File: config.mk
export PLATFORM = sky130hd
export DESIGN_NAME = wtsp_div_step
export DESIGN_NICKNAME = d
export VERILOG_FILES = /design/src/hdl/wtsp_pkg.sv /design/src/hdl/wtsp_div_step.sv
export SDC_FILE = /design/constraint.sdc
export NUM_CORES = 1
export LEC_CHECK = 0
export BUFFER_PORTS_ARGS = -buffer_cell sky130_fd_sc_hd__buf_4
export CELL_PAD_IN_SITES_DETAIL_PLACEMENT = 0
export CELL_PAD_IN_SITES_GLOBAL_PLACEMENT = 1
export CORE_AREA = 8 8 264 266
export CTS_CLUSTER_DIAMETER = 50
export CTS_CLUSTER_SIZE = 30
export DETAILED_ROUTE_END_ITERATION = 7
export DIE_AREA = 0 0 272 274
export PLACE_DENSITY = 0.48
export SKIP_LAST_GASP = 1
export SLEW_MARGIN = 20
export SYNTH_ARGS = -nofsm -noshare
export SYNTH_HDL_FRONTEND = slang
export SYNTH_SLANG_ARGS = --single-unit
File: constraint.sdc
create_clock -name clk -period 11.72 [get_ports clk]
set_input_delay 0.586 -clock clk [delete_from_list [all_inputs] [get_ports clk]]
set_output_delay 0.586 -clock clk [all_outputs]
set_load 0.1 [all_outputs]
File: src/hdl/wtsp_pkg.sv
// Shared widths, types and register codes for the world-to-screen projection pipeline.
`timescale 1ns / 1ps
package wtsp_pkg;

    localparam int PT_W    = 32;             // Q24.8 point and origin coordinates
    localparam int D_W     = PT_W + 1;       // origin difference
    localparam int AX_W    = 16;             // Q1.14 axis component
    localparam int PR_W    = D_W + AX_W;     // one dot-product term
    localparam int CM_W    = PR_W + 1;       // camera component, sum of three terms
    localparam int MAG_W   = CM_W - 1;       // magnitude of a camera component
    localparam int CTR_W   = 12;             // screen center in pixels
    localparam int SCR_W   = 13;             // screen size register
    localparam int TAN_W   = 16;             // Q4.12 tangent
    localparam int NUM_W   = MAG_W + CTR_W + 12;  // |comp| * center * 4096
    localparam int DEN_W   = MAG_W + TAN_W;  // depth * tangent
    localparam int QBITS   = 18;             // quotient saturation point 2^QBITS
    localparam int CMP_W   = DEN_W + QBITS;  // compare width for shifted divisor
    localparam int RES_W   = 16;             // screen coordinate
    localparam int BASE_W  = QBITS + 3;      // center +/- quotient, signed

    // depth >= 0.01 in Q.22 is depth >= ceil(2^22 / 100)
    localparam logic signed [CM_W-1:0] VIS_MIN = CM_W'(41944);

    localparam int CFG_DW  = 64;
    localparam int CFG_AW  = 6;

    typedef enum logic [2:0] {
        REG_RIGHT   = 3'd0,
        REG_UP      = 3'd1,
        REG_FORWARD = 3'd2,
        REG_ORG_XY  = 3'd3,
        REG_ORG_Z   = 3'd4,
        REG_TAN     = 3'd5,
        REG_WIDTH   = 3'd6,
        REG_HEIGHT  = 3'd7
    } reg_idx_t;

    typedef struct packed {
        logic signed [CM_W-1:0] cr;
        logic signed [CM_W-1:0] cu;
        logic signed [CM_W-1:0] cf;
    } cam_t;

    typedef struct packed {
        logic [NUM_W-1:0] rem;
        logic [DEN_W-1:0] den;
        logic [QBITS:0]   q;
        logic             sat;
        logic             neg;
        logic [CTR_W-1:0] center;
    } lane_t;

    typedef struct packed {
        logic  vis;
        lane_t x;
        lane_t y;
    } div_item_t;

endpackage

File: src/hdl/wtsp_div_step.sv
// One restoring-division stage for both lanes; the top stage does the saturation check.
`timescale 1ns / 1ps
module wtsp_div_step
    import wtsp_pkg::*;
#(
    parameter int BIT = QBITS
)
(
    input  logic      clk,
    input  logic      rst_n,
    input  logic      in_valid,
    output logic      in_ready,
    input  div_item_t in_item,
    output logic      out_valid,
    input  logic      out_ready,
    output div_item_t out_item
);

    logic      valid_reg;
    div_item_t item_reg, item_next;

    function automatic lane_t step(lane_t l);
        lane_t            r;
        logic [CMP_W-1:0] rem_w;
        logic [CMP_W-1:0] dsh;
        begin
            r     = l;
            rem_w = CMP_W'(l.rem);
            dsh   = CMP_W'(l.den) << BIT;
            if (BIT == QBITS)
            begin
                // quotient reaches 2^QBITS, or divide by zero: clamp
                r.sat      = (l.rem != '0) && ((l.den == '0) || (rem_w >= dsh));
                r.q[QBITS] = r.sat;
            end
            // zero divisor with zero numerator keeps a zero quotient
            else if (!l.sat && (l.den != '0) && (rem_w >= dsh))
            begin
                r.rem    = NUM_W'(rem_w - dsh);
                r.q[BIT] = 1'b1;
            end
            return r;
        end
    endfunction

    always_comb
    begin
        item_next.vis = in_item.vis;
        item_next.x   = step(in_item.x);
        item_next.y   = step(in_item.y);
    end

    assign in_ready = !valid_reg || out_ready;

    always_ff @(posedge clk or negedge rst_n)
    begin
        if (!rst_n)
            valid_reg <= 1'b0;
        else if (in_ready)
            valid_reg <= in_valid;
    end

    always_ff @(posedge clk)
    begin
        if (in_ready && in_valid)
            item_reg <= item_next;
    end

    assign out_valid = valid_reg;
    assign out_item  = item_reg;

endmodule

## Word level (Yosys, flattened, before mapping)

Index checks and enable logic that the tools add are counted.

- Register bits after elaboration: 344
- Bits in latches: 0
- Bits in writable memories: 0
- Memory bits (read-only): 0
- Bits of input ports: 347
- Output and inout bits: 345
- Logic and storage cells: 27
- Memories: 0

- $add $sub $neg: 0
- Multiply operators: 0
- Div/mod/pow operators: 0
- Order comparisons: 2
- Equality and inequality tests: 0
- Shift operators: 0
- Mux-type cells: 0
- Bitwise gates (word level): 0
- Reductions and logical operators: 11

Operator list:

| kind | number |
|---|---|
| 73-bit by 83-bit >= comparator with 1-bit output | 2 |
| 73-bit nonzero test | 2 |
| 65-bit zero test | 2 |
| 1-bit logical AND | 3 |
| 1-bit logical OR | 3 |
| 1-bit zero test | 1 |

## Longest topological paths before layout

- Word-level depth: 3
- Gate-level depth with buffers: 9
- Mapped depth without buffers: 9

## Worst setup path after synthesis

No wires, ideal clock.

- Path type: register to register
- Start: register valid_reg (netlist: out_valid)
- End: register item_reg (netlist bit out_item[0]), enable pin
- Library setup time: 744 ps
- Data arrival time: 9463 ps
- Data required time: 10976 ps
- Slack: 1513 ps
- Stages on the path, launching flop included: 3
- Buffers on the path: 0
- Period minus slack after synthesis: 10207 ps
- Cells stage by stage: dfrtp_1 -> nand2b_1 -> and2_1

- Cells in the longest elaborated chain, start to end: 3

RTL lines:

| element | RTL line | RTL |
|---|---|---|
| start: declaration | wtsp_div_step.sv:19 | `logic valid_reg;` |
| start signal: assignment | wtsp_div_step.sv:60 | `valid_reg <= in_valid;` |
| 1-bit zero test | wtsp_div_step.sv:53 | `assign in_ready = !valid_reg \|\| out_ready;` |
| 1-bit logical OR | wtsp_div_step.sv:53 |  |
| named net in_ready | wtsp_div_step.sv:12 | `output logic in_ready,` |
| 1-bit logical AND | wtsp_div_step.sv:65 | `if (in_ready && in_valid)` |
| end signal: assignment | wtsp_div_step.sv:66 | `item_reg <= item_next;` |
| end: declaration | wtsp_div_step.sv:20 | `div_item_t item_reg, item_next;` |

The timed path passes the listed nets, and every way through them passes these cells.
A chain may end at the register's enable or synchronous reset.

## Worst setup path in the final report

- Start: register valid_reg (netlist: out_valid)
- End: register item_reg (netlist bit out_item[56]), enable pin

- Cells in the longest elaborated chain, start to end: 3

RTL lines:

| element | RTL line |
|---|---|
| 1-bit zero test | wtsp_div_step.sv:53 |
| 1-bit logical OR | wtsp_div_step.sv:53 |
| 1-bit logical AND | wtsp_div_step.sv:65 |

No other way between the ends.

==> out/qor.txt <==
PwrDens: 178 nW/um2
Top Layer Used: met5
Top cell by count, worst path: buf_4
initial antenna violation count: 9
CTS Sinks: 342
crit end category: flip-flop
worst min path class: primary input to flip-flop
share of cells above drive strength 1: 48.9%
CTS-repair resized insts: 0
critical path fanouts, max: 72
Yosys warning total: 0
post-DR vias/cell: 4.15
peak supply drop: 0.000110 V
Worst setup SP type: flip-flop
nets: 2037
status: completed
drt drc: 0
Mapped Area: 13700 um2
metal3 WL: 7410 um
Die X: 272 um
Distinct cells, synth: 41
cell area after layout: 21700 um2
CP cell instances: nand2b_1 -> and2_4 -> buf_4 -> buf_4
sequential cell area fraction in the yosys report: 75.1%
Max Root-Sink Buffers: 3
Hold Buf Count CTS: 1
CTS tree: yes
TritonCTS Buffers: 53
top area cells in the synthesized netlist: edfxtp_1, ha_1, nor4_1, inv_1, a21oi_1
top cell type by total area after synthesis: edfxtp_1
Area growth syn-to-layout: 59.1%
Yosys top cell area share: 74.9%
Period Utilization, post-route: 27.2%
IO Port Bufs: 687
syn_nets: 1290
Fill cells: 6525
vias in the first global route: 11200
FP Rows: 94
Total Routing Usage GR: 16.2%
Clock Skew: 0.0231 ns
Routability Congestion: 0.809
family with the most delay on the worst path: buffers and inverters
Worst-Skew Late Latency: 0.59 ns
Clk network pwr share: 41.0%
footprint of the multi-input gates: 2970 um2
num ports: 692
final hold slack: 0.175 ns
unrepaired setup endpoints after global routing: no
die footprint: 74500 um2
critical path's slowest cell: buf_4
final setup margin: 8.54 ns
FF+latch area: 10300 um2
DR pass1 iterations: 4
Yosys reg bits: 342
H-tree depth: 2
CP Data Required Time: 11.92 ns
achievable frequency: 314 MHz
# Post-CTS Setup Buffers: 0
drt first-iter violations: 396
gr ovfl total: 0
Bufs and invs on worst path: 2
core area: 65300 um2
worst-margin pin slew: 1.18 ns
sw frac: 33.8%
share of total power in sequential cells: 37.3%
crit path time final: 3.18 ns
CP Data Arrival Time: 3.39 ns
met2 routed WL: 32800 um
Mean Syn Cell Area: 16.4 um2
Rel. slew slack: 20.7%
DPL Wire Length: 53000 um
Comb pwr share: 21.7%
Pleak: 9.35 nW
EDFF count, synth: 341
Final Hold Viols: 0
ys flop type: edfxtp_1
crit-path max cell delay: 0.82 ns
clk root buf: clkbuf_16
Switch Pwr: 0.00131 W
critical path type: flip-flop to flip-flop
first-pass GRT wire length: 85700 um
post-DR wirelength/cell: 25.5 um
internal power: 0.00257 W
initial core utilization: 20.9%
pin count of the biggest net entering global routing: 73
worst slack, placed: 8.12 ns
Mapped Cells: 833
CTS clk-pin slew, worst paths: 0.06 ns
total wire length: 63600 um
max-slew violation count: 0
Final ANT Viol Nets: 0
# setup viols final: 0
DR vias: 10300
die height: 274 um
M1 WL: 21900 um
Setup TNS: 0 ns
Post-DP Area: 19900 um2
Post-synth ARST share: 0.292%
max_cap viols: 0
==> stage by stage <==
step,total power (W),std cells,utilization [%]
global route,0.00401,2489,33.3
CTS,0.00394,2488,33.3
floorplan,0.00205,833,-
detailed placement,0.00232,2388,30.5
finish,0.00388,2491,33.3
global placement,0.00232,2388,30.5
==> placed cells by master, fill, tap and decap left out, types with 3 or more instances in the layout <==
cell type and instances:
a211oi_1 4, nand4_1 27, clkinv_2 5, clkinvlp_4 6, a21oi_1 36, a21o_1 19, ha_1 110, inv_8 6
clkbuf_16 53, and4_1 5, a31oi_1 4, nand2b_1 3, nand3_1 10, clkinv_4 7, buf_4 693, nor2_1 11
o21ai_0 15, nor4_1 69, edfxtp_1 341, nand2_1 28, inv_1 111, diode_2 3, bufinv_16 4, inv_6 13
nor3_1 9
==> power by group through the flow <==
stage	registers [W]	logic [W]	clock network (W)
global route	0.00145	0.000875	0.00168
CTS	0.00145	0.000851	0.00164
detailed placement	0.00147	0.000850	0
floorplan	0.00196	0.0000948	0
finish	0.00145	0.000840	0.00159
global placement	0.00147	0.000847	0
==> synthesized netlist by cell type, types with 2 or more instances <==
cell type / n
a31oi_1: 4
o21ai_0: 15
nor2_1: 11
edfxtp_1: 341
buf_4: 2
nor3_1: 9
a21oi_1: 36
a21o_1: 19
a211oi_1: 4
nand3_1: 10
inv_1: 111
o21bai_1: 2
o31ai_1: 2
nand4_1: 27
ha_1: 110
o211ai_1: 2
and4_1: 5
nor4_1: 69
nand2b_1: 3
nand2_1: 28
a2111oi_0: 3
==> metal layers <==
layer / vias to the layer above / GRT usage, %
met2: 482 / 29.7
met3: 90 / 8.54
li1: 4779 / -
met1: 4983 / 15.8
met4: 14 / 4.05
met5: - / 0
==> final timing paths <==
path,start,cells after the start,slack [ns],to
max,out_valid$_DFFE_PN0N_,4,8.54,out_item[56]$_DFFE_PP_
min in group asynchronous,rst_n,2,0.34,out_valid$_DFFE_PN0N_
min,in_item[30],1,0.18,out_item[30]$_DFFE_PP_
min reg2reg,out_valid$_DFFE_PN0N_,2,0.55,out_valid$_DFFE_PN0N_
max reg2reg,out_valid$_DFFE_PN0N_,4,8.54,out_item[56]$_DFFE_PP_
max in group asynchronous,rst_n,2,11.30,out_valid$_DFFE_PN0N_
==> final cells by class <==
type	count	area share [%]
clock buffer	55	6.13
inverter	111	1.92
multi-input combinational	378	13.7
antenna	3	0.0345
timing repair buffer	694	24.0
sequential	342	47.2
tap	864	4.97
clock inverter	44	2.10
==> registers in the layout, summed over array words and instances (netlist names) <==
signal / count
out_item: 341
out_valid: 1
==> kinds of logic (layout without fill, tap and decap cells) <==
kind of cell | count (synthesis) | in the layout | share of synthesized area (%)
DFF | 342 | 342 | 75.1
and+or+nand+nor | 172 | 172 | 7.22
buffers and inverters | 113 | 904 | 3.16
adders and majority gates | 110 | 110 | 10.1
AOI/OAI and AO/OA | 96 | 96 | 4.42
other | 0 | 3 | 0
==> worst reg2reg max path: stages, from the launching register on <==
cell and delay, ns:
dfrtp_1 0.37, nand2b_1 0.13, and2_4 0.55, buf_4 0.76, buf_4 0.93
Power figures use the tool's default switching activity.
