**src/hdl/wtsp_pkg.sv**
```systemverilog
// Shared widths, types and register codes for the world-to-screen projection pipeline.
`timescale 1ns / 1ps
package wtsp_pkg;

    localparam int PT_W    = 32;             // Q24.8 point and origin coordinates
    localparam int D_W     = PT_W + 1;       // origin difference
    localparam int AX_W    = 16;             // Q1.14 axis component
    localparam int PR_W    = D_W + AX_W;     // one dot-product term
    localparam int CM_W    = PR_W + 1;       // camera component, sum of three terms
    localparam int MAG_W   = CM_W - 1;       // magnitude of a camera component
    localparam int CTR_W   = 12;             // screen center in pixels
    localparam int SCR_W   = 13;             // screen size register
    localparam int TAN_W   = 16;             // Q4.12 tangent
    localparam int NUM_W   = MAG_W + CTR_W + 12;  // |comp| * center * 4096
    localparam int DEN_W   = MAG_W + TAN_W;  // depth * tangent
    localparam int QBITS   = 18;             // quotient saturation point 2^QBITS
    localparam int CMP_W   = DEN_W + QBITS;  // compare width for shifted divisor
    localparam int RES_W   = 16;             // screen coordinate
    localparam int BASE_W  = QBITS + 3;      // center +/- quotient, signed

    // depth >= 0.01 in Q.22 is depth >= ceil(2^22 / 100)
    localparam logic signed [CM_W-1:0] VIS_MIN = CM_W'(41944);

    localparam int CFG_DW  = 64;
    localparam int CFG_AW  = 6;

    typedef enum logic [2:0] {
        REG_RIGHT   = 3'd0,
        REG_UP      = 3'd1,
        REG_FORWARD = 3'd2,
        REG_ORG_XY  = 3'd3,
        REG_ORG_Z   = 3'd4,
        REG_TAN     = 3'd5,
        REG_WIDTH   = 3'd6,
        REG_HEIGHT  = 3'd7
    } reg_idx_t;

    typedef struct packed {
        logic signed [CM_W-1:0] cr;
        logic signed [CM_W-1:0] cu;
        logic signed [CM_W-1:0] cf;
    } cam_t;

    typedef struct packed {
        logic [NUM_W-1:0] rem;
        logic [DEN_W-1:0] den;
        logic [QBITS:0]   q;
        logic             sat;
        logic             neg;
        logic [CTR_W-1:0] center;
    } lane_t;

    typedef struct packed {
        logic  vis;
        lane_t x;
        lane_t y;
    } div_item_t;

endpackage

```
**src/hdl/wtsp_fixup.sv**
```systemverilog
// Truncation toward zero, 16-bit saturation and visibility masking; output register.
`timescale 1ns / 1ps
module wtsp_fixup
    import wtsp_pkg::*;
(
    input  logic                    clk,
    input  logic                    rst_n,
    input  logic                    in_valid,
    output logic                    in_ready,
    input  div_item_t               in_item,
    output logic                    out_valid,
    input  logic                    out_ready,
    output logic                    vis,
    output logic signed [RES_W-1:0] sx,
    output logic signed [RES_W-1:0] sy
);

    logic                    valid_reg;
    logic                    vis_reg;
    logic signed [RES_W-1:0] sx_reg, sy_reg;

    function automatic logic signed [RES_W-1:0] finish(lane_t l, logic v);
        logic signed [BASE_W-1:0] base;
        logic signed [BASE_W-1:0] res;
        logic                     frac;
        begin
            frac = !l.sat && (l.rem != '0);
            if (!l.neg)
            begin
                base = BASE_W'(l.center) - BASE_W'(l.q);
                res  = (frac && base >= 1) ? base - BASE_W'(1) : base;
            end
            else
            begin
                base = BASE_W'(l.center) + BASE_W'(l.q);
                res  = (frac && base < 0) ? base + BASE_W'(1) : base;
            end
            if (!v)
                return '0;
            else if (res > 32767)
                return RES_W'(32767);
            else if (res < -32768)
                return RES_W'(-32768);
            else
                return RES_W'(res);
        end
    endfunction

    assign in_ready = !valid_reg || out_ready;

    always_ff @(posedge clk or negedge rst_n)
    begin
        if (!rst_n)
            valid_reg <= 1'b0;
        else if (in_ready)
            valid_reg <= in_valid;
    end

    always_ff @(posedge clk)
    begin
        if (in_ready && in_valid)
        begin
            vis_reg <= in_item.vis;
            sx_reg  <= finish(in_item.x, in_item.vis);
            sy_reg  <= finish(in_item.y, in_item.vis);
        end
    end

    assign out_valid = valid_reg;
    assign vis       = vis_reg;
    assign sx        = sx_reg;
    assign sy        = sy_reg;

endmodule

```
**config.mk**
```make
export PLATFORM = sky130hd
export DESIGN_NAME = wtsp_fixup
export DESIGN_NICKNAME = d
export VERILOG_FILES = /design/src/hdl/wtsp_pkg.sv /design/src/hdl/wtsp_fixup.sv
export SDC_FILE = /design/constraint.sdc
export NUM_CORES = 1
export LEC_CHECK = 0
export ABC_AREA = 1
export BUFFER_PORTS_ARGS = -buffer_cell sky130_fd_sc_hd__buf_2
export CAP_MARGIN = 20
export CORE_AREA = 2 2 150 152
export CTS_CLUSTER_DIAMETER = 200
export DETAILED_ROUTE_END_ITERATION = 16
export DIE_AREA = 0 0 152 154
export PLACE_DENSITY = 0.73
export SLEW_MARGIN = 10
export SYNTH_ARGS = -nofsm -noshare
export SYNTH_HDL_FRONTEND = slang
export SYNTH_SLANG_ARGS = --single-unit
```
**constraint.sdc**
```tcl
create_clock -name clk -period 4 [get_ports clk]
set_input_delay 0.6 -clock clk [delete_from_list [all_inputs] [get_ports clk]]
set_output_delay 0.6 -clock clk [all_outputs]
set_load 0.1 [all_outputs]
```
Word level (Yosys, flattened, before mapping) --
Index checks and enable logic that the tools add are counted.
Storage, ports and cells: register bits after elaboration 34, output and inout bits 35, word-level logic and storage cells 50
Cells by class: add/subtract/negate cells 8, order comparisons 8, multiplexer cells 12, bitwise operators 1, reductions and logical operators 15
Operators by type and width (number):
- 21-bit two-way mux | 8
- 73-bit nonzero test | 2
- 20-bit by 1-bit adder with 21-bit output, second input constant | 2
- 21-bit by 16-bit greater-than comparator with 1-bit output, second input constant | 2
- 21-bit by 16-bit < comparator with 1-bit output, second input constant | 2
- 20-bit by 2-bit subtractor with 21-bit output, second input constant | 2
- 12-bit by 19-bit adder with 20-bit output | 2
- 20-bit by 2-bit greater-or-equal comparator with 1-bit output, second input constant | 2
- 20-bit by 1-bit < comparator with 1-bit output, second input constant | 2
- 12-bit by 19-bit subtractor with 20-bit output | 2
- 16-bit two-way mux | 2
- 15-bit two-way mux | 2
- 1-bit logical AND | 7
- 2-bit OR reduction | 2
- 1-bit zero test | 3
- 1-bit logical OR | 1
- 1-bit NOT | 1

Logic depth before layout (Yosys ltp) --
Gate-level depths: netlist of the first run.
depth in word-level cells 9, mapped depth 29, gate-level depth less buffers 27

Least setup slack after synthesis of the first run --
OpenSTA, ideal clock, no wires.
path type input-to-reg, start input in_item[171] in the netlist's numbering, end register sx_reg[10], in the netlist sx[10] (data pin), arrival time 3.202 ns, required time 3.720 ns, slack 0.518 ns, stages on the path 25, buffers on the path 1, cells stage by stage inv_1 ha_1 fa_1 inv_1 nand3_1 nand2_2 xor2_2 nand2_2 nor2_2 inv_2 nor2_4 nand2_1 nor2_2 nand3_1 nand2_1 nand2_2 nand3_2 nand2_1 nand2_1 nand2_1 nor2_1 nand3_2 nand2_4 buf_8 a21oi_2
Between the ends: cells in the longest elaborated chain, start to end 9, elaborated cells between the ends (all ways) 16, those cells by class add/sub (4); order compare (4); mux (6); reduce/logical (2)
RTL lines:
- start, declared | line wtsp_fixup.sv:10 | input div_item_t in_item,
- 12-bit by 19-bit subtractor with 20-bit output / 12-bit by 19-bit adder with 20-bit output (equally long branches) | line wtsp_fixup.sv:30, wtsp_fixup.sv:35
- 20-bit by 2-bit greater-or-equal comparator with 1-bit output / 20-bit by 1-bit < comparator with 1-bit output (equally long branches) | line wtsp_fixup.sv:31, wtsp_fixup.sv:36
- 1-bit logical AND (on tied branches) | line wtsp_fixup.sv:31, wtsp_fixup.sv:36
- 21-bit two-way mux (on tied branches) | line wtsp_fixup.sv:31, wtsp_fixup.sv:36
- 21-bit two-way mux (*) | line wtsp_fixup.sv:28 | if (!l.neg)
- 21-bit two-way mux (*) | line wtsp_fixup.sv:61 | if (in_ready && in_valid)
- 21-bit by 16-bit < comparator with 1-bit output | line wtsp_fixup.sv:42 | else if (res < -32768)
- 16-bit two-way mux | line wtsp_fixup.sv:42
- 15-bit two-way mux (*) | line wtsp_fixup.sv:40 | else if (res > 32767)
- end signal, assigned | line wtsp_fixup.sv:64 | sx_reg <= finish(in_item.x, in_item.vis);
- end, declared | line wtsp_fixup.sv:20 | logic signed [RES_W-1:0] sx_reg, sy_reg;
Mark *: on every way between the ends. The rest lies on a longest branch, timed or not. The select of a mux whose other input is x is not followed. A chain may end at the register's enable or synchronous reset.

Worst setup path after layout of the first run --
start input in_item[0] in the netlist's numbering, end register sy_reg[2], in the netlist sy[2] (data pin)
Between the ends: cells in the longest elaborated chain, start to end 9, elaborated cells between the ends (all ways) 16, those cells by class add/sub (4); order compare (4); mux (6); reduce/logical (2)
RTL lines:
- 12-bit by 19-bit subtractor with 20-bit output / 12-bit by 19-bit adder with 20-bit output (equally long branches) | line wtsp_fixup.sv:30, wtsp_fixup.sv:35
- 20-bit by 2-bit greater-or-equal comparator with 1-bit output / 20-bit by 1-bit < comparator with 1-bit output (equally long branches) | line wtsp_fixup.sv:31, wtsp_fixup.sv:36
- 1-bit logical AND (on tied branches) | line wtsp_fixup.sv:31, wtsp_fixup.sv:36
- 21-bit two-way mux (on tied branches) | line wtsp_fixup.sv:31, wtsp_fixup.sv:36
- 21-bit two-way mux (*) | line wtsp_fixup.sv:28
- 21-bit two-way mux (*) | line wtsp_fixup.sv:61
- 21-bit by 16-bit < comparator with 1-bit output | line wtsp_fixup.sv:42
- 16-bit two-way mux | line wtsp_fixup.sv:42
- 15-bit two-way mux (*) | line wtsp_fixup.sv:40
- end signal, assigned | line wtsp_fixup.sv:65 | sy_reg <= finish(in_item.y, in_item.vis);
- end, declared | line wtsp_fixup.sv:20
Marked as above.

==> qor.yml, run 1 <==
rsz0062_at_grt: "false"
synth_warnings: 0
final_common_cell: "nand2_1"
grt_max_degree: 34
path_cells: "buf_2 > inv_1 > ha_1 > fa_1 > inv_1 > nand3_1 > nand2_2 > nand2_2 > nand2_2 > nand2_1 > nand2_2 > buf_4 > nand2_1 > nor3_1 > nand3_1 > nand2_2 > buf_4 > nand2_1 > nor2_1 > xor2_1 > o21ai_0 > nand2_1 > a21oi_1"
synth.lib_cells_used.distinct: 58
cts_made_buffers: 5
crit_buf_inv: 5
post_cts_buffers: 0
synthCells: 1190
num-fill-cells: 2358
seq_area_frac_synth: 0.141
dp_hpwl_mm: 19.8
grt_pass1_wl_mm: 37.5
diodes: 0
clock_sinks: 34
syn_avg_cell_area_sq_um: 6.07
path_clk_slew_ns: 0.05
slew_headroom: 0.488
start_kind: "input pin"
place.gp.congestion: 0.931
ant_nets: 0
fin_worst_skew_ns: 0.00459
netlist_area_sq_um: 7220
synth_area_leaders: "nand2_1 18%, edfxtp_1 14%, ha_1 9.0%, inv_1 8.5%, a21oi_1 5.4%"
setup_tns_ns: 0
cp_common_cell: "nand2_2"
leakage_nw: 4.68
outcome: "finished clean"
area_delta_synth_final_pct: 23.6
hold_path.class: "input pin to async pin"
critPathMaxFanout: 6
synth-seq-cells: 34
ys.flop_type: "edfxtp_1"
slowest_stage: "fa_1"
crit_arrival_ns: 3.66
drt_pass1_iterations: 5
dpl_cell_area_sq_um: 8720
coreArea_sq_um: 21700
core.rowCount: 54
drive_gt1_frac: 0.286
synthArstFlopShare: 0.0294
fmaxAchievable_ghz: 0.274
setup_viol: 0
cts-resized-gates: 0
drv_cap: 0
synth-edff-count: 33
die_area_sq_um: 23400
power.density_nw_per_um2: 223
max_stage_delay_ns: 0.44
wl_mm: 23.1
remaining_drc_errors: 0
maxSlewViolCount: 0
layout_common_cells: "338 x nand2_1, 251 x buf_2, 163 x inv_1, 102 x nor2_1, 77 x a21oi_1"
final_hold_viol_count: 0
synth.largest_area_cell: "nand2_1"
avgViaCountPerCell: 5.01
drt_iter0_drc: 445
grt_usage: 0.190
fp.dieH_um: 154
worstMarginPinSlew_ns: 0.767
cts_tree: "done"
ctsLongestPathBuffers: 2
insertion_delay_ns: 0.27
nNetsFinal: 1838
initial_utilization: 0.333
cp_top_family: "simple AND/OR/NAND/NOR gates"
cp.required_ns: 4.00
io_buffers: 251
finalCriticalPeriod_ns: 3.65
ioPinCount: 382
yosysTopAreaCellShare: 0.177
route.vias.total: 8592
htreeDepth: 2
holdBufCountCts: 0
peakVddDrop_mv: 0.190
end_kind: "flop"
syn_nets: 1593
grt_pass1_vias: 8131
crit_type: "input pin to flop"
grt_overflow: 0
die_w_um: 152
antenna_found_initial: 0
final_cell_area_sq_um: 8930
wire_per_inst_um: 13.5
fin_crit_sh: 0.913
cts_root_buf: "clkbuf_16"
==> area by class of cell <==
cell class              count  area (sq um)  share of cell area
clock buffers               7           143              0.0160
clock inverters             1          5.00            0.000561
inverters                 175           657              0.0736
multi-input cells         949          5340               0.599
flip-flops and latches     34          1020               0.114
well taps                 280           350              0.0392
repair buffers            270          1410               0.158
==> per-stage QoR <==
stage,util,power (mW),cells,hold slack (ns),setup slack [ns]
after CTS,0.409,1.99,1714,0.0870,0.302
after global routing,0.412,2.15,1716,0.0861,0.00727
final,0.412,1.99,1716,0.0951,0.348
after floorplan,-,1.28,1190,0.304,0.518
after detailed placement,0.402,1.60,1706,0.377,0.0164
after global placement,0.402,1.58,1706,0.376,0.113
==> worst paths after layout <==
path	cells past startpoint	slack (ns)	endpoint	from
max	23	0.35	sy[2]	in_item[0]
min	1	0.1	out_valid	rst_n
max reg2reg	2	2.71	sy[11]	out_valid
min reg2reg	2	0.58	out_valid	out_valid
max in group asynchronous	1	3.82	out_valid	rst_n
min in group clk	3	0.57	out_valid	in_valid
==> cells in the mapped netlist, types with 14 or more instances <==
master	number
nand2_1	340
inv_1	164
nor2_1	102
a21oi_1	78
nand3_1	76
ha_1	52
nor4_1	41
nand2_2	40
o21ai_0	36
edfxtp_1	33
nand4_1	32
a21oi_2	22
xor2_1	21
nor2_2	14
nor3_1	14
==> worst reg2reg max path, stage by stage, from the launching register on <==
cell	delay [ns]
dfrtp_1	0.41
a21oi_4	0.33
buf_12	0.23
==> kinds of logic after synthesis <==
group                      count (synthesis)  synth area share
AOI/OAI and AO/OA                        167             0.139
xor gates and xnor gates                  28            0.0360
adders and majority gates                 56             0.101
buffers and inverters                    208             0.126
DFF                                       34             0.141
muxes                                      2           0.00312
and+or+nand+nor                          695             0.454
==> layer usage <==
layer  global-route usage  share of wire  up-vias
li1                     -              -     4386
met1                0.225           0.41     3850
met2                0.365           0.51      324
met3               0.0172          0.058       32
met4               0.0503          0.020        0
met5                    0              0        -
==> report_power, final <==
part	internal, mW	switching [mW]	leakage [nW]
combinational	0.375	0.800	4.27
clock	0.247	0.136	0.0739
sequential	0.423	0.00930	0.333
total	1.04	0.945	4.68
(Power assumes the default switching activity.)
==> inputs of run 2 (changes only) <==
--- a/config.mk
+++ b/config.mk
@@ -5,14 +5,13 @@
 export SDC_FILE = /design/constraint.sdc
 export NUM_CORES = 1
 export LEC_CHECK = 0
-export ABC_AREA = 1
 export BUFFER_PORTS_ARGS = -buffer_cell sky130_fd_sc_hd__buf_2
 export CAP_MARGIN = 20
 export CORE_AREA = 2 2 150 152
 export CTS_CLUSTER_DIAMETER = 200
 export DETAILED_ROUTE_END_ITERATION = 16
 export DIE_AREA = 0 0 152 154
-export PLACE_DENSITY = 0.73
+export PLACE_DENSITY = 0.7
 export SLEW_MARGIN = 10
 export SYNTH_ARGS = -nofsm -noshare
 export SYNTH_HDL_FRONTEND = slang
==> run 2 against run 1 <==
  * Die area did not move
  * Sequential cell count is the same
  * Clock skew is 0.00098 ns lower
  * Non-clock buffer count grew 149
  * Synthesized cell count is 27% lower
  * Clock power fell by 5.7%
  * Power rose by 11%
==> qor.yml, run 2 <==
rrSetupSlack_ns: 2.67  # was 2.71 ns
die_area_sq_um: 23400  # unchanged
synth_warnings: 0  # unchanged
fin_util: 0.450  # was 0.412
fmaxAchievable_ghz: 0.260  # was 0.274 GHz
outcome: "finished clean"  # unchanged
ioPinCount: 382  # unchanged
power.density_nw_per_um2: 227  # was 223 nW/um^2
synth_top_family_by_area: "compound AO/OA/AOI/OAI gates"  # was simple AND/OR/NAND/NOR gates
path_clk_slew_ns: 0.05  # about the same
initial_utilization: 0.308  # was 0.333
p_sw_uw: 981  # was 945 uW
io_buffers: 251  # unchanged
grt_overflow: 0  # unchanged
syn_nets: 1268  # was 1593
netlist_area_sq_um: 6690  # was 7220 sq um
final_hold_viol_count: 0  # unchanged
hold_path.class: "input pin to async pin"  # unchanged
reg2reg_depth: 3  # was 2
startpoint: "in_item[4]"  # was in_item[0]
pwr-share-seq: 0.197  # was 0.217
coreArea_sq_um: 21700  # unchanged
core.rowCount: 54  # unchanged
yosys.area_share.simple: 0.278  # was 0.454
grt_pass1_vias: 7733  # was 8131
reg2reg_from: "out_valid"  # unchanged
dp_cells: 1511  # was 1706
ant_nets: 0  # unchanged
worstMarginPinSlew_ns: 0.711  # was 0.767 ns
peakVddDrop_mv: 0.127  # was 0.190 mV
syn_avg_cell_area_sq_um: 7.73  # was 6.07 sq um
finalCriticalPeriod_ns: 3.84  # was 3.65 ns
fin_crit_sh: 0.961  # was 0.913
synth-xor-area-share: 0.0745  # was 0.0360
setup_tns_ns: 0  # unchanged
crit_type: "input pin to flop"  # unchanged
synth-seq-cells: 34  # unchanged
synthCells: 865  # was 1190
fin_worst_skew_ns: 0.00361  # was 0.00459 ns
dp_hpwl_mm: 19.9  # was 19.8 mm
wl_mm: 23.8  # was 23.1 mm
ys.flop_type: "edfxtp_1"  # unchanged
route.vias.total: 8252  # was 8592
crit_arrival_ns: 3.85  # was 3.66 ns
die_w_um: 152  # unchanged
stdcell_count: 1532  # was 1716
synth_commonest_cells: "69 x nor2_1, 58 x inv_1, 52 x ha_1"  # was 340 x nand2_1, 164 x inv_1, 102 x nor2_1
clkPwrFrac: 0.163  # was 0.192
slew_headroom: 0.520  # was 0.488
avgViaCountPerCell: 5.39  # was 5.01
r2r-end: "sy[5]"  # was sy[11]
htreeDepth: 2  # unchanged
cts_tree: "done"  # unchanged
whs_ns: 0.0900  # was 0.0951 ns
seq_area_frac_synth: 0.152  # was 0.141
wire_per_inst_um: 15.6  # was 13.5 um
synth-adder-area-share: 0.109  # was 0.101
sw_frac_of_total: 0.444  # was 0.475
synth.largest_area_cell: "edfxtp_1"  # was nand2_1
grt_usage: 0.188  # was 0.190
synthArstFlopShare: 0.0294  # unchanged
final_common_cell: "buf_2"  # was nand2_1
grt_max_degree: 34  # unchanged
layout_common_cells: "251 x buf_2, 163 x buf_4, 69 x nor2_1, 57 x inv_1, 50 x ha_1"  # was 338 x nand2_1, 251 x buf_2, 163 x inv_1, 102 x nor2_1, 77 x a21oi_1
end_kind: "flop"  # unchanged
grt_pass1_wl_mm: 37.0  # was 37.5 mm
yosysTopAreaCellShare: 0.148  # was 0.177
drt_iter0_drc: 568  # was 445
remaining_drc_errors: 0  # unchanged
p_int_mw: 1.23  # was 1.04 mW
antenna_found_initial: 2  # was 0
drv_cap: 0  # unchanged
synth_compound_area_frac: 0.292  # was 0.139
synth.lib_cells_used.distinct: 99  # was 58
maxSlewViolCount: 0  # unchanged
worst_slack_ns: 0.157  # was 0.348 ns
fp.dieH_um: 154  # unchanged
synthMuxAreaShare: 0.0266  # was 0.00312
cts_root_buf: "clkbuf_16"  # unchanged
clock_sinks: 34  # unchanged
drt_pass1_iterations: 5  # unchanged
synth-edff-count: 33  # unchanged
drive_gt1_frac: 0.407  # was 0.286
start_kind: "input pin"  # unchanged
insertion_delay_ns: 0.27  # about the same
combPwrFrac: 0.639  # was 0.590
num-fill-cells: 2132  # was 2358
place.gp.congestion: 0.937  # was 0.931
critPathMaxFanout: 15  # was 6
cp.required_ns: 4.00  # about the same
synth_area_leaders: "edfxtp_1 15%, ha_1 9.7%, xnor2_1 5.0%, nor2_1 3.9%, nor4_1 3.8%"  # was nand2_1 18%, edfxtp_1 14%, ha_1 9.0%, inv_1 8.5%, a21oi_1 5.4%
holdBufCountCts: 0  # unchanged
leakage_nw: 4.40  # was 4.68 nW
yosysMostFrequentCell: "nor2_1"  # was nand2_1
area_delta_synth_final_pct: 46.0  # was 23.6%
cp-endpoint: "sy[6]"  # was sy[2]
nNetsFinal: 1652  # was 1838
setup_viol: 0  # unchanged
dpl_worst_slack_ns: -0.398  # was 0.0164 ns
ctsLongestPathBuffers: 2  # unchanged
cts_made_buffers: 5  # unchanged
-- run 2: power groups by stage --
| stage | Combinational, mW | Sequential (mW) | Clock, mW |
|---|---|---|---|
| floorplan | 0.652 | 0.632 | 0 |
| global placement | 1.31 | 0.444 | 0 |
| detailed placement | 1.33 | 0.444 | 0 |
| CTS | 1.35 | 0.437 | 0.369 |
| global route | 1.52 | 0.439 | 0.383 |
| finish | 1.41 | 0.437 | 0.361 |
-- run 2: worst min path at each step --
stage,start,endpoint,cells past startpoint
after floorplan,rst_n,out_valid,0
after global placement,rst_n,out_valid,1
after detailed placement,rst_n,out_valid,1
after CTS,rst_n,out_valid,1
after global routing,rst_n,out_valid,1
final,rst_n,out_valid,1
-- run 2: timing repair --
action | 4_1_cts | 5_1_grt
setup endpoints to repair | 15 | 30
resized for setup | 5 | 38
pin swaps | 1 | 22
buffers inserted | 3 | 6
cloned | 0 | 2
-- run 2: cell families after synthesis --
family | count (synthesis)
simple gates | 335
fa+ha+maj | 56
xor+xnor | 56
flops | 34
mux | 17
buf+inv | 103
compound gates | 264
-- run 2: critical path, cell delays in order --
cell and delay (ns):
buf_2 0.11, ha_1 0.40, buf_4 0.19, or2_2 0.30, o22ai_1 0.31, a211oi_2 0.14
o31ai_1 0.36, a221o_1 0.26, nand4_1 0.12, a211oi_2 0.36, o21ai_1 0.18, o2111ai_4 0.24
buf_12 0.16, o21ai_0 0.10
-- run 2: final cells by class --
type / count / area (sq um) / share of cell area
antenna: 2 / 5.00 / 0.000513
clock buffer: 5 / 125 / 0.0128
clock inverter: 3 / 16.3 / 0.00167
inverter: 60 / 225 / 0.0231
multi-input combinational: 729 / 5460 / 0.559
sequential: 34 / 1020 / 0.104
tap: 280 / 350 / 0.0359
timing repair buffer: 419 / 2570 / 0.263
-- run 2: per-stage QoR --
step / instance area [sq um] / power (mW)
after detailed placement: 9260 / 1.78
final: 9760 / 2.21
after floorplan: 6690 / 1.28
after CTS: 9460 / 2.16
after global routing: 9760 / 2.35
after global placement: 9260 / 1.76
-- run 2: metal layers --
metal  wire (um)  global-route usage  up-vias
met5           0                   0        -
met3        1620              0.0186       49
li1            -                   -     4053
met1        9910               0.235     3788
met4         527              0.0458        0
met2       11800               0.345      362
==> inputs of run 3 (changes only) <==
--- a/config.mk
+++ b/config.mk
@@ -7,11 +7,11 @@
 export LEC_CHECK = 0
 export BUFFER_PORTS_ARGS = -buffer_cell sky130_fd_sc_hd__buf_2
 export CAP_MARGIN = 20
-export CORE_AREA = 2 2 150 152
+export CORE_AREA = 2 2 149 151
 export CTS_CLUSTER_DIAMETER = 200
 export DETAILED_ROUTE_END_ITERATION = 16
-export DIE_AREA = 0 0 152 154
-export PLACE_DENSITY = 0.7
+export DIE_AREA = 0 0 151 153
+export PLACE_DENSITY = 0.71
 export SLEW_MARGIN = 10
 export SYNTH_ARGS = -nofsm -noshare
 export SYNTH_HDL_FRONTEND = slang
==> run 3 against run 2 <==
  * Register-to-register slack about the same
  * Global-route usage increased by 0.15 points
  * Clock power increased by 38%
  * Count of clock-buffer cells in the layout unchanged
  * Critical endpoint is now sy[10]
==> qor.yml, run 3 (synthesis gave the netlist of run 2 again) <==
outcome: "finished clean"  # unchanged
drt_iter0_drc: 372  # was 568
slowest_stage: "or4b_1"  # was ha_1
initial_utilization: 0.311  # was 0.308
setup_viol: 0  # unchanged
wire_per_inst_um: 15.4  # was 15.6 um
ant_nets: 0  # unchanged
cts_made_buffers: 5  # unchanged
cp_top_family: "simple AND/OR/NAND/NOR gates"  # was compound AO/OA/AOI/OAI gates
leakage_nw: 4.40  # about the same
power.density_nw_per_um2: 239  # was 227 nW/um^2
drive_gt1_frac: 0.403  # was 0.407
cts_tree: "done"  # unchanged
grt_overflow: 0  # unchanged
start_kind: "input pin"  # unchanged
hold_path.class: "input pin to async pin"  # unchanged
end_kind: "flop"  # unchanged
grtUsageMet2: 0.337  # was 0.345
ctsLongestPathBuffers: 2  # unchanged
dp_hpwl_mm: 19.9  # about the same
antenna_found_initial: 2  # unchanged
reg2reg_from: "out_valid"  # unchanged
top_usage_layer: "met2"  # unchanged
max_stage_delay_ns: 0.52  # was 0.40 ns
fmaxAchievable_ghz: 0.257  # was 0.260 GHz
cts_root_buf: "clkbuf_16"  # unchanged
die_w_um: 151  # was 152 um
fin_worst_skew_ns: 0.00353  # was 0.00361 ns
fin_util: 0.453  # was 0.450
nNetsFinal: 1654  # was 1652
setup_tns_ns: 0  # unchanged
core.rowCount: 54  # unchanged
grt_pass1_vias: 7492  # was 7733
peakVddDrop_mv: 0.196  # was 0.127 mV
route.vias.total: 8173  # was 8252
grt_use_met1: 0.245  # was 0.235
final_common_cell: "buf_2"  # unchanged
layout_common_cells: "251 x buf_2, 168 x buf_4, 69 x nor2_1, 58 x inv_1, 51 x ha_1"  # was 251 x buf_2, 163 x buf_4, 69 x nor2_1, 57 x inv_1, 50 x ha_1
remaining_drc_errors: 0  # unchanged
htreeDepth: 2  # unchanged
clock_sinks: 34  # unchanged
avgViaCountPerCell: 5.32  # was 5.39
rrSetupSlack_ns: 2.67  # about the same
use_met3: 0.0164  # was 0.0186
ioPinCount: 382  # unchanged
grt_pass1_wl_mm: 35.9  # was 37.0 mm
fin_crit_sh: 0.974  # was 0.961
pwr-share-seq: 0.187  # was 0.197
r2r-end: "vis"  # was sy[5]
die_area_sq_um: 23100  # was 23400 sq um
whs_ns: 0.0879  # was 0.0900 ns
clkPwrFrac: 0.214  # was 0.163
combPwrFrac: 0.599  # was 0.639
grt_usage: 0.189  # was 0.188
wl_mm: 23.6  # was 23.8 mm
crit_arrival_ns: 3.90  # was 3.85 ns
area_delta_synth_final_pct: 45.6  # was 46.0%
finalCriticalPeriod_ns: 3.90  # was 3.84 ns
num-fill-cells: 2208  # was 2132
place.gp.congestion: 0.955  # was 0.937
drv_cap: 0  # unchanged
coreArea_sq_um: 21500  # was 21700 sq um
final_hold_viol_count: 0  # unchanged
fp.dieH_um: 153  # was 154 um
worstMarginPinSlew_ns: 0.788  # was 0.711 ns
sw_frac_of_total: 0.420  # was 0.444
grt_max_degree: 34  # unchanged
crit_type: "input pin to flop"  # unchanged
io_buffers: 251  # unchanged
reg2reg_depth: 3  # unchanged
crit_buf_inv: 3  # unchanged
critPathMaxFanout: 6  # was 15
drt_pass1_iterations: 5  # unchanged
maxSlewViolCount: 0  # unchanged
insertion_delay_ns: 0.27  # about the same
p_int_mw: 1.35  # was 1.23 mW
p_sw_uw: 978  # was 981 uW
startpoint: "in_item[2]"  # was in_item[4]
path_clk_slew_ns: 0.06  # was 0.05 ns
path_cells: "buf_2 > ha_1 > buf_4 > nor2b_2 > nor4b_1 > o21ai_1 > a211oi_2 > nand4_1 > buf_4 > or4b_1 > a31oi_2 > xnor2_1 > o21ai_0 > xnor2_1 > o21ai_0"  # was buf_2 > ha_1 > buf_4 > or2_2 > o22ai_1 > a211oi_2 > o31ai_1 > a221o_1 > nand4_1 > a211oi_2 > o21ai_1 > o2111ai_4 > buf_12 > o21ai_0
power.total_mw: 2.33  # was 2.21 mW
cp.required_ns: 4.01  # was 4.00 ns
slew_headroom: 0.468  # was 0.520
run 3: repair_timing:
action | CTS | global route
buffers inserted | 0 | 6
endpoints found under the hold margin | 0 | 0
hold buffers | 0 | 0
endpoints found under the setup margin | 2 | 30
gates cloned | 0 | 2
pin swaps | 0 | 16
resized for setup | 1 | 34
run 3: how the worst max path moves through the flow:
stage / end / slack [ns] / depth (start not counted)
after global placement: sy[14] / -0.27 / 16
after floorplan: sy[0] / 0.09 / 15
after global routing: sy[10] / -0.07 / 15
final: sy[10] / 0.10 / 15
after detailed placement: sy[13] / -0.28 / 16
after CTS: sy[8] / 0.06 / 17
run 3: cell type report:
| type | instances | area [sq um] | share of cell area |
|---|---|---|---|
| timing repair buffer | 420 | 2540 | 0.261 |
| clock inverter | 3 | 68.8 | 0.00707 |
| antenna | 3 | 7.51 | 0.000771 |
| sequential | 34 | 1020 | 0.104 |
| inverter | 60 | 225 | 0.0231 |
| tap | 280 | 350 | 0.0360 |
| clock buffer | 5 | 125 | 0.0129 |
| multi-input combinational | 730 | 5400 | 0.555 |
run 3: per-stage QoR:
| stage | setup WS, ns | cells | cell area [sq um] |
|---|---|---|---|
| floorplan | 0.0920 | 865 | 6690 |
| global placement | -0.268 | 1516 | 9300 |
| detailed placement | -0.277 | 1516 | 9300 |
| CTS | 0.0568 | 1524 | 9510 |
| global route | -0.0672 | 1533 | 9730 |
| finish | 0.105 | 1535 | 9730 |
run 3: routing by layer:
metal  vias to the layer above  part of all wire
met5                         -                 0
met4                         0             0.030
met3                        42             0.057
met2                       299              0.48
met1                      3775              0.44
li1                       4057                 -
run 3: power by group through the flow:
stage / Clock, mW / Sequential, mW / Combinational [mW]
5_1_grt: 0.520 / 0.438 / 1.51
3_5_place_dp: 0 / 0.444 / 1.34
3_3_place_gp: 0 / 0.443 / 1.32
6_report: 0.498 / 0.436 / 1.40
2_1_floorplan: 0 / 0.632 / 0.652
4_1_cts: 0.510 / 0.436 / 1.35
